[config.mk]
export PLATFORM = sky130hd
export DESIGN_NAME = gregorian_day_count_converter
export DESIGN_NICKNAME = d
export VERILOG_FILES = /design/src/rtl/gdc_pkg.sv /design/src/rtl/gdc_date_split.sv /design/src/rtl/gdc_date_join.sv /design/src/rtl/gregorian_day_count_converter.sv
export SDC_FILE = /design/constraint.sdc
export NUM_CORES = 2
export LEC_CHECK = 0
export ABC_AREA = 1
export BUFFER_PORTS_ARGS = -buffer_cell sky130_fd_sc_hd__clkbuf_2
export CAP_MARGIN = 20
export CORE_MARGIN = 4
export CORE_UTILIZATION = 60
export DETAILED_ROUTE_END_ITERATION = 6
export PLACE_DENSITY = 0.85
export REMOVE_ABC_BUFFERS = 1
export SYNTH_ARGS = -nofsm -noshare
export SYNTH_HDL_FRONTEND = slang
export SYNTH_SLANG_ARGS = --single-unit
export TNS_END_PERCENT = 30
[constraint.sdc]
create_clock -name aclk -period 9.7 [get_ports aclk]
set_clock_uncertainty 0.1 [all_clocks]
set_input_delay 0.485 -clock aclk [delete_from_list [all_inputs] [get_ports aclk]]
set_output_delay 0.485 -clock aclk [all_outputs]
set_load 0.03 [all_outputs]
[src/rtl/gdc_pkg.sv]
package gdc_pkg;

    // field widths
    localparam int COUNT_W = 23;
    localparam int YEAR_W  = 14;
    localparam int MONTH_W = 4;
    localparam int DAY_W   = 5;
    localparam int DOY_W   = 9;

    // register stages in each conversion path, ahead of the output register
    localparam int NUM_STAGES = 5;

    // commands
    localparam logic CMD_TO_DATE  = 1'b0;
    localparam logic CMD_TO_COUNT = 1'b1;

    // calendar constants
    localparam int EPOCH_SHIFT = 730485;
    localparam int COUNT_MAX   = 2921573;
    localparam int DAYS_400Y   = 146097;
    localparam int DAYS_100Y   = 36524;
    localparam int DAYS_4Y     = 1461;
    localparam int DAYS_1Y     = 365;
    localparam int YEAR_MAX    = 9999;
    localparam int Q400_MAX    = 24;
    localparam int Q4_MAX      = 24;

    // x / 100 == (x * DIV100_MUL) >> DIV100_SHIFT for x below 43690
    localparam int DIV100_MUL   = 5243;
    localparam int DIV100_SHIFT = 19;

    localparam logic signed [COUNT_W-1:0] COUNT_LO = COUNT_W'(-EPOCH_SHIFT);
    localparam logic signed [COUNT_W-1:0] COUNT_HI = COUNT_W'(COUNT_MAX);

    localparam logic [DOY_W-1:0] MONTH_START [16] = '{
        9'd0, 9'd0, 9'd31, 9'd59, 9'd90, 9'd120, 9'd151, 9'd181,
        9'd212, 9'd243, 9'd273, 9'd304, 9'd334, 9'd365, 9'd0, 9'd0
    };

    // days in the year ahead of the first day of month m
    function automatic logic [DOY_W-1:0] month_offset(input logic [MONTH_W-1:0] m,
                                                      input logic leap);
        logic [DOY_W-1:0] base;
        base = MONTH_START[m];
        if (m > 4'd2 && leap) begin
            base = base + 9'd1;
        end
        return base;
    endfunction

endpackage

[src/rtl/gdc_date_split.sv]
module gdc_date_split (
    input  logic                                   aclk,
    input  logic [gdc_pkg::NUM_STAGES-1:0]         stage_en,
    input  logic signed [gdc_pkg::COUNT_W-1:0]     day_count,
    output logic                                   bad,
    output logic [gdc_pkg::YEAR_W-1:0]             out_year,
    output logic [gdc_pkg::MONTH_W-1:0]            out_month,
    output logic [gdc_pkg::DAY_W-1:0]              out_day,
    output logic [gdc_pkg::DOY_W-1:0]              day_of_year,
    output logic                                   leap_year
);
    import gdc_pkg::*;

    // stage 1: shift to day 0 = 0001-01-01
    logic [21:0] n_reg;
    logic        bad1_reg;

    // stage 2: 400 year cycles
    logic [4:0]  q400_reg, q400_next;
    logic [17:0] r400_reg, r400_next;
    logic        bad2_reg;

    // stage 3: centuries
    logic [1:0]  q100_reg, q100_next;
    logic [15:0] r100_reg, r100_next;
    logic [YEAR_W-1:0] yacc3_reg;
    logic        bad3_reg;

    // stage 4: 4 year groups
    logic [4:0]  q4_reg, q4_next;
    logic [10:0] r4_reg, r4_next;
    logic [1:0]  q100_s4_reg;
    logic [YEAR_W-1:0] yacc4_reg;
    logic        bad4_reg;

    // stage 5: years, leap flag
    logic [1:0]  q1_next;
    logic [8:0]  r1_reg, r1_next;
    logic [YEAR_W-1:0] year_reg, year_next;
    logic        leap_reg, leap_next;
    logic        bad5_reg;

    always_comb begin
        logic [22:0] diff;
        q400_next = '0;
        r400_next = n_reg[17:0];
        for (int k = 1; k <= Q400_MAX; k++) begin
            diff = {1'b0, n_reg} - 23'(k * DAYS_400Y);
            if (!diff[22]) begin
                q400_next = 5'(k);
                r400_next = diff[17:0];
            end
        end
    end

    always_comb begin
        logic [18:0] diff;
        q100_next = '0;
        r100_next = r400_reg[15:0];
        for (int k = 1; k <= 3; k++) begin
            diff = {1'b0, r400_reg} - 19'(k * DAYS_100Y);
            if (!diff[18]) begin
                q100_next = 2'(k);
                r100_next = diff[15:0];
            end
        end
    end

    always_comb begin
        logic [16:0] diff;
        q4_next = '0;
        r4_next = r100_reg[10:0];
        for (int k = 1; k <= Q4_MAX; k++) begin
            diff = {1'b0, r100_reg} - 17'(k * DAYS_4Y);
            if (!diff[16]) begin
                q4_next = 5'(k);
                r4_next = diff[10:0];
            end
        end
    end

    always_comb begin
        logic [11:0] diff;
        q1_next = '0;
        r1_next = r4_reg[8:0];
        for (int k = 1; k <= 3; k++) begin
            diff = {1'b0, r4_reg} - 12'(k * DAYS_1Y);
            if (!diff[11]) begin
                q1_next = 2'(k);
                r1_next = diff[8:0];
            end
        end
        year_next = yacc4_reg + {7'd0, q4_reg, 2'b00} + YEAR_W'(q1_next) + 14'd1;
        // last year of a 4 year group, except a century that is not a 400th year
        leap_next = (q1_next == 2'd3) && (q4_reg != 5'(Q4_MAX) || q100_s4_reg == 2'd3);
    end

    always_ff @(posedge aclk) begin
        if (stage_en[0]) begin
            n_reg    <= 22'(day_count + EPOCH_SHIFT);
            bad1_reg <= (day_count < COUNT_LO) || (day_count > COUNT_HI);
        end
        if (stage_en[1]) begin
            q400_reg <= q400_next;
            r400_reg <= r400_next;
            bad2_reg <= bad1_reg;
        end
        if (stage_en[2]) begin
            q100_reg  <= q100_next;
            r100_reg  <= r100_next;
            yacc3_reg <= YEAR_W'(q400_reg * 400);
            bad3_reg  <= bad2_reg;
        end
        if (stage_en[3]) begin
            q4_reg      <= q4_next;
            r4_reg      <= r4_next;
            q100_s4_reg <= q100_reg;
            yacc4_reg   <= yacc3_reg + YEAR_W'(q100_reg * 100);
            bad4_reg    <= bad3_reg;
        end
        if (stage_en[4]) begin
            r1_reg   <= r1_next;
            year_reg <= year_next;
            leap_reg <= leap_next;
            bad5_reg <= bad4_reg;
        end
    end

    // month search over the start table
    always_comb begin
        logic [MONTH_W-1:0] m;
        logic [DOY_W-1:0]   off;
        m   = 4'd1;
        off = '0;
        for (int mm = 2; mm <= 12; mm++) begin
            if (month_offset(4'(mm), leap_reg) <= r1_reg) begin
                m   = 4'(mm);
                off = month_offset(4'(mm), leap_reg);
            end
        end
        out_month   = m;
        out_day     = DAY_W'(r1_reg - off + 9'd1);
    end

    assign day_of_year = r1_reg + 9'd1;
    assign out_year    = year_reg;
    assign leap_year   = leap_reg;
    assign bad         = bad5_reg;

endmodule

[src/rtl/gdc_date_join.sv]
module gdc_date_join (
    input  logic                                   aclk,
    input  logic [gdc_pkg::NUM_STAGES-1:0]         stage_en,
    input  logic [gdc_pkg::YEAR_W-1:0]             year,
    input  logic [gdc_pkg::MONTH_W-1:0]            month,
    input  logic [gdc_pkg::DAY_W-1:0]              day,
    output logic                                   bad,
    output logic signed [gdc_pkg::COUNT_W-1:0]     count_out
);
    import gdc_pkg::*;

    // stage 1
    logic [YEAR_W-1:0]  y1_reg;
    logic [MONTH_W-1:0] m1_reg;
    logic [DAY_W-1:0]   d1_reg;
    logic               bad1_reg;

    // stage 2: century quotients of y-1 and y
    logic [YEAR_W-1:0]  p2_reg, p_next;
    logic [YEAR_W-1:0]  y2_reg;
    logic [7:0]         q100p_reg, q100y_reg;
    logic [26:0]        prod_p, prod_y;
    logic [MONTH_W-1:0] m2_reg;
    logic [DAY_W-1:0]   d2_reg;
    logic               bad2_reg;

    // stage 3: days before the year, month offset
    logic [21:0]        base_reg, base_next;
    logic [DOY_W-1:0]   moff_reg;
    logic [DAY_W-1:0]   d3_reg;
    logic               leap_next;
    logic               bad3_reg;

    // stages 4 and 5
    logic signed [COUNT_W-1:0] count4_reg, count5_reg;
    logic               bad4_reg, bad5_reg;

    assign p_next = y1_reg - 14'd1;
    assign prod_p = 27'(p_next) * 27'(DIV100_MUL);
    assign prod_y = 27'(y1_reg) * 27'(DIV100_MUL);

    always_comb begin
        leap_next = (y2_reg[1:0] == 2'b00)
                    && ((YEAR_W'(q100y_reg * 100) != y2_reg) || (q100y_reg[1:0] == 2'b00));
        base_next = 22'(p2_reg * DAYS_1Y) + 22'(p2_reg[YEAR_W-1:2])
                    - 22'(q100p_reg) + 22'(q100p_reg[7:2]);
    end

    always_ff @(posedge aclk) begin
        if (stage_en[0]) begin
            y1_reg   <= year;
            m1_reg   <= month;
            d1_reg   <= day;
            bad1_reg <= (year == '0) || (year > YEAR_W'(YEAR_MAX))
                        || (month == '0) || (month > 4'd12);
        end
        if (stage_en[1]) begin
            p2_reg    <= p_next;
            y2_reg    <= y1_reg;
            q100p_reg <= prod_p[DIV100_SHIFT +: 8];
            q100y_reg <= prod_y[DIV100_SHIFT +: 8];
            m2_reg    <= m1_reg;
            d2_reg    <= d1_reg;
            bad2_reg  <= bad1_reg;
        end
        if (stage_en[2]) begin
            base_reg <= base_next;
            moff_reg <= month_offset(m2_reg, leap_next);
            d3_reg   <= d2_reg;
            bad3_reg <= bad2_reg;
        end
        if (stage_en[3]) begin
            count4_reg <= COUNT_W'(int'(base_reg) - EPOCH_SHIFT + int'(moff_reg)
                                   + int'(d3_reg) - 1);
            bad4_reg   <= bad3_reg;
        end
        if (stage_en[4]) begin
            count5_reg <= count4_reg;
            bad5_reg   <= bad4_reg;
        end
    end

    assign count_out = count5_reg;
    assign bad       = bad5_reg;

endmodule

[src/rtl/gregorian_day_count_converter.sv]
// path: an accepted input word loads the first stage at the accepting edge and
// moves through the five path stages plus the output register, which raises
// m_tvalid; words hold in place while m_tready is held low and later stages are full
// throughput: one word per cycle unless m_tready stalls; both directions share one pipeline
// reset: aresetn low clears the stage valid bits and m_tvalid; datapath
// registers are not reset
module gregorian_day_count_converter (
    input  logic        aclk,
    input  logic        aresetn,
    // input channel
    input  logic        s_tvalid,
    output logic        s_tready,
    input  logic [47:0] s_tdata,   // day_count[22:0], year[36:23], month[40:37], day[45:41]
    input  logic        s_tuser,   // command
    // result channel
    output logic        m_tvalid,
    input  logic        m_tready,
    output logic [55:0] m_tdata,   // count_out[22:0], out_year[36:23], out_month[40:37],
                                   // out_day[45:41], day_of_year[54:46], leap_year[55]
    output logic        m_tuser    // error
);
    import gdc_pkg::*;

    // per stage valid and command, travel alongside the path registers
    logic [NUM_STAGES-1:0] valid_reg;
    logic [NUM_STAGES-1:0] cmd_reg;
    // stage k may load when it is empty or its word moves on this cycle
    logic [NUM_STAGES:0]   rdy;

    logic        m_tvalid_reg;
    logic [55:0] m_tdata_reg, m_tdata_next;
    logic        m_tuser_reg, m_tuser_next;

    // split path outputs (day count to date)
    logic                      split_bad;
    logic [YEAR_W-1:0]         split_year;
    logic [MONTH_W-1:0]        split_month;
    logic [DAY_W-1:0]          split_day;
    logic [DOY_W-1:0]          split_doy;
    logic                      split_leap;

    // join path outputs (date to day count)
    logic                      join_bad;
    logic signed [COUNT_W-1:0] join_count;

    // ready chain, from the output register back to the input
    always_comb begin
        rdy[NUM_STAGES] = !m_tvalid_reg || m_tready;
        for (int k = NUM_STAGES - 1; k >= 0; k--) begin
            rdy[k] = !valid_reg[k] || rdy[k+1];
        end
    end

    assign s_tready = rdy[0];

    gdc_date_split u_split (
        .aclk        (aclk),
        .stage_en    (rdy[NUM_STAGES-1:0]),
        .day_count   (s_tdata[22:0]),
        .bad         (split_bad),
        .out_year    (split_year),
        .out_month   (split_month),
        .out_day     (split_day),
        .day_of_year (split_doy),
        .leap_year   (split_leap)
    );

    gdc_date_join u_join (
        .aclk      (aclk),
        .stage_en  (rdy[NUM_STAGES-1:0]),
        .year      (s_tdata[36:23]),
        .month     (s_tdata[40:37]),
        .day       (s_tdata[45:41]),
        .bad       (join_bad),
        .count_out (join_count)
    );

    // result select; an out of range operand zeroes every field and flags error
    always_comb begin
        m_tdata_next = '0;
        m_tuser_next = 1'b0;
        unique case (cmd_reg[NUM_STAGES-1])
            CMD_TO_DATE: begin
                if (split_bad) begin
                    m_tuser_next = 1'b1;
                end else begin
                    m_tdata_next[36:23] = split_year;
                    m_tdata_next[40:37] = split_month;
                    m_tdata_next[45:41] = split_day;
                    m_tdata_next[54:46] = split_doy;
                    m_tdata_next[55]    = split_leap;
                end
            end
            CMD_TO_COUNT: begin
                if (join_bad) begin
                    m_tuser_next = 1'b1;
                end else begin
                    m_tdata_next[22:0] = join_count;
                end
            end
            default: begin
                m_tuser_next = 1'b1;
            end
        endcase
    end

    // control state
    always_ff @(posedge aclk) begin
        if (!aresetn) begin
            valid_reg    <= '0;
            m_tvalid_reg <= 1'b0;
        end else begin
            if (rdy[0]) begin
                valid_reg[0] <= s_tvalid;
            end
            for (int k = 1; k < NUM_STAGES; k++) begin
                if (rdy[k]) begin
                    valid_reg[k] <= valid_reg[k-1];
                end
            end
            if (rdy[NUM_STAGES]) begin
                m_tvalid_reg <= valid_reg[NUM_STAGES-1];
            end
        end
    end

    // command tag and output word
    always_ff @(posedge aclk) begin
        if (rdy[0]) begin
            cmd_reg[0] <= s_tuser;
        end
        for (int k = 1; k < NUM_STAGES; k++) begin
            if (rdy[k]) begin
                cmd_reg[k] <= cmd_reg[k-1];
            end
        end
        if (rdy[NUM_STAGES]) begin
            m_tdata_reg <= m_tdata_next;
            m_tuser_reg <= m_tuser_next;
        end
    end

    assign m_tvalid = m_tvalid_reg;
    assign m_tdata  = m_tdata_reg;
    assign m_tuser  = m_tuser_reg;

endmodule

==> results.yml <==
status:
  status: "complete, but fails checks"
  violations: "DRC"
logic_synthesis:
  synthAdderAreaFrac_pct: 24.4
  synth-async-reset-ratio_pct: 0
  synth_area_um2: 40900
  synth_seq_area_share_pct: 26.4
  synth_xor_area_share_pct: 4.41
  ys_ff_latch: 361
  synth.distinct_cells: 67
  yosys.area_share.simple_pct: 18.6
  avgSynthCellArea_um2: 7.57
  netlist_instances: 5399
  yosys.area.top_type: "edfxtp_1"
  synth_enable_flop_cells: 355
  yosys_warnings: 0
  synth_compound_area_share_pct: 15.6
  synth_top_family_by_area: "adder cells"
  synth.area.mux_share_pct: 0.0275
  synth_area_leaders: "edfxtp_1, ha_1, fa_1, nand2_1, inv_1"
  netlist.area_leader.share_pct: 26.1
  synth_ff_type: "edfxtp_1"
critical_path:
  reg2reg_from: "u_join.y1_reg[0]"
  r2r_end: "u_join.q100p_reg[7]"
  r2r_setup_slack_ps: 2430
  critPathKind: "flip-flop to flip-flop"
  cp-start-kind: "flip-flop"
  end_kind: "flip-flop"
  cp-startpoint: "u_join.y1_reg[0]"
  crit_arrival_ps: 7510
  cp.required_ps: 9940
  max_stage_delay_ps: 630
  crit_fanout: 9
  slowest_stage: "edfxtp_1"
  ff2ff_path_depth: 30
route:
  routedWlPerCell_um: 22.2
  vias: 38865
  drtPass1Iterations: 7
  drc: 1
  drt_iter0_drc: 5169
  postRouteAntennaNets: 0
  wirelength_mm: 142
  vias_per_cell: 6.10
power:
  p_leak_nw: 21.6
  ir_drop_mv: 0.238
  power.density_nw_per_um2: 339
  p_total_w: 0.0148
timing:
  rsz0062_at_grt: "no"
  whs_ps: 57.9
  drv_slew: 0
  max_freq_mhz: 138
  setup-tns-final_ps: 0
  slew_headroom_pct: 23.7
  period_needed_ps: 7270
  fin_crit_sh_pct: 75.0
  setup_viol: 0
  worst_pin_slew_ps: 1140
  hold_viol: 0
floorplanning:
  fp.dieW_um: 269
  die_area_um2: 72400
  core_um2: 67400
  placementRows: 95
  die_h_um: 269
  start_util_pct: 60.7
  top_level_ports: 112
place:
  place_congestion: 1.09
  placed_cell_area_um2: 42200
  portBuffers: 109
  placed_cells: 6280
  place_hpwl_mm: 106
global_route:
  grt_max_degree: 80
  overflow: 0
  antenna_found_initial: 4
  grt_pass1_wl_mm: 216
  gr-usage-all-layers_pct: 38.8
  grt_pass1_vias: 38418
layout:
  fillers: 5748
  fin_area_um2: 43800
  fin_nets: 6193
  drive_gt1_share_pct: 6.40
  largest_reg_flops: 56
  area_growth_syn_to_layout_pct: 7.09
  fin_cells: 6376
  antenna_cells: 0
run:
  drv_cap: 0
cts:
  cts_tree: "built"
  cts_sinks: 361
  cts_setup_buffers: 0
  cts_made_buffers: 41
  clk_latency_ps: 600
  root_buffer: "clkbuf_16"
  clock_path_buffers: 3
  cts_htree_levels: 2
  cts.clk_slew.worst_paths_ps: 70
min_path:
  min_path_cells: 1
  hp-class: "primary input to flip-flop"
  min_to: "u_join.d1_reg[1]"
  hp-start: "s_tdata[42]"
## cells in the mapped netlist, types with 9 or more instances
library cell,number
nand2_2,12
o211ai_1,28
buf_2,50
buf_4,17
edfxtp_1,355
o21a_1,18
xor2_1,159
clkbuf_1,81
nor2_1,448
a31oi_1,62
o21ai_1,60
o221ai_1,11
o21bai_1,9
xnor2_1,47
o31ai_1,19
fa_1,216
inv_1,889
nand3_1,153
a21oi_1,596
o21ai_0,305
o22ai_1,11
clkinv_1,13
nor2_2,22
nor4_1,9
inv_2,50
ha_1,453
nand2_1,1140
nand4_1,25
nor3_1,41
## per-layer routing
metal / wire length, µm / vias up / part of all wire, % / GRT usage [%]
li1: - / 17798 / - / -
met1: 51600 / 17856 / 36 / 47.8
met2: 63500 / 2497 / 45 / 62.5
met3: 15100 / 706 / 11 / 8.11
met4: 11400 / 8 / 8.0 / 24.5
met5: 52 / - / 0.037 / 0.264
## area by class of cell
cell class | count | area (µm²) | share of cell area (%)
sequential | 361 | 10800 | 24.6
inverter | 953 | 3580 | 8.18
tap | 873 | 1090 | 2.49
timing repair buffer | 182 | 1140 | 2.60
clock inverter | 23 | 265 | 0.606
clock buffer | 52 | 1080 | 2.46
multi-input combinational | 3932 | 25900 | 59.0
## kinds of logic (layout without fill, tap and decap cells)
group,Yosys count,count (layout)
AO/OA/AOI/OAI,1173,1173
adder cells (fa/ha/maj),669,669
buffers and inverters,1106,1210
XOR/XNOR,206,206
flip-flops,361,361
AND/OR/NAND/NOR,1883,1883
multiplexers,1,1
## placed cells by master (no fill, tap or decap), types with 53 or more instances in the layout
master / n
a21oi_1: 596
nand3_1: 153
buf_4: 53
fa_1: 216
edfxtp_1: 355
o21ai_1: 60
xor2_1: 159
ha_1: 453
a31oi_1: 59
o21ai_0: 305
inv_1: 884
nor2_1: 448
nand2_1: 1139
clkbuf_2: 109
inv_2: 54
## power breakdown
group / internal (W) / switching, W / leakage [nW] / total, W
Combinational: 0.00361 / 0.00663 / 17.0 / 0.0102
Sequential: 0.00261 / 0.000427 / 3.90 / 0.00303
Clock: 0.000883 / 0.000697 / 0.646 / 0.00158
Total: 0.00710 / 0.00775 / 21.6 / 0.0148
## timing repair
| item | 4_1_cts | 5_1_grt |
|---|---|---|
| hold endpoints to repair | 19 | 0 |
| endpoints found under the setup margin | 0 | 0 |
| resized for setup | 0 | 0 |
| hold buffers | 19 | 0 |
## stage by stage
stage          setup WS, ps  utilization, %
5_1_grt                1990            65.0
2_1_floorplan          1890               -
3_5_place_dp           2700            62.7
3_3_place_gp           2880            62.7
4_1_cts                2670            65.0
6_report               2430            65.0
## critical path, delay by kind of cell (launching register included)
family | cells | cell delay [ps]
AO/OA/AOI/OAI | 6 | 1260
adder cells (fa/ha/maj) | 7 | 2920
XOR/XNOR | 2 | 500
AND/OR/NAND/NOR | 9 | 790
flip-flops | 1 | 630
buffers and inverters | 6 | 800
## worst max-delay path by stage
stage                                endpoint  slack (ps)  depth (start not counted)
after floorplan                    cmd_reg[1]        1890                         10
after global placement    u_join.q100p_reg[7]        2880                         28
after detailed placement  u_join.q100p_reg[7]        2700                         26
after CTS                 u_join.q100p_reg[7]        2670                         28
after global routing      u_join.q100p_reg[7]        1990                         30
final                     u_join.q100p_reg[7]        2430                         30
No activity file was read; power rests on OpenSTA's default activity.
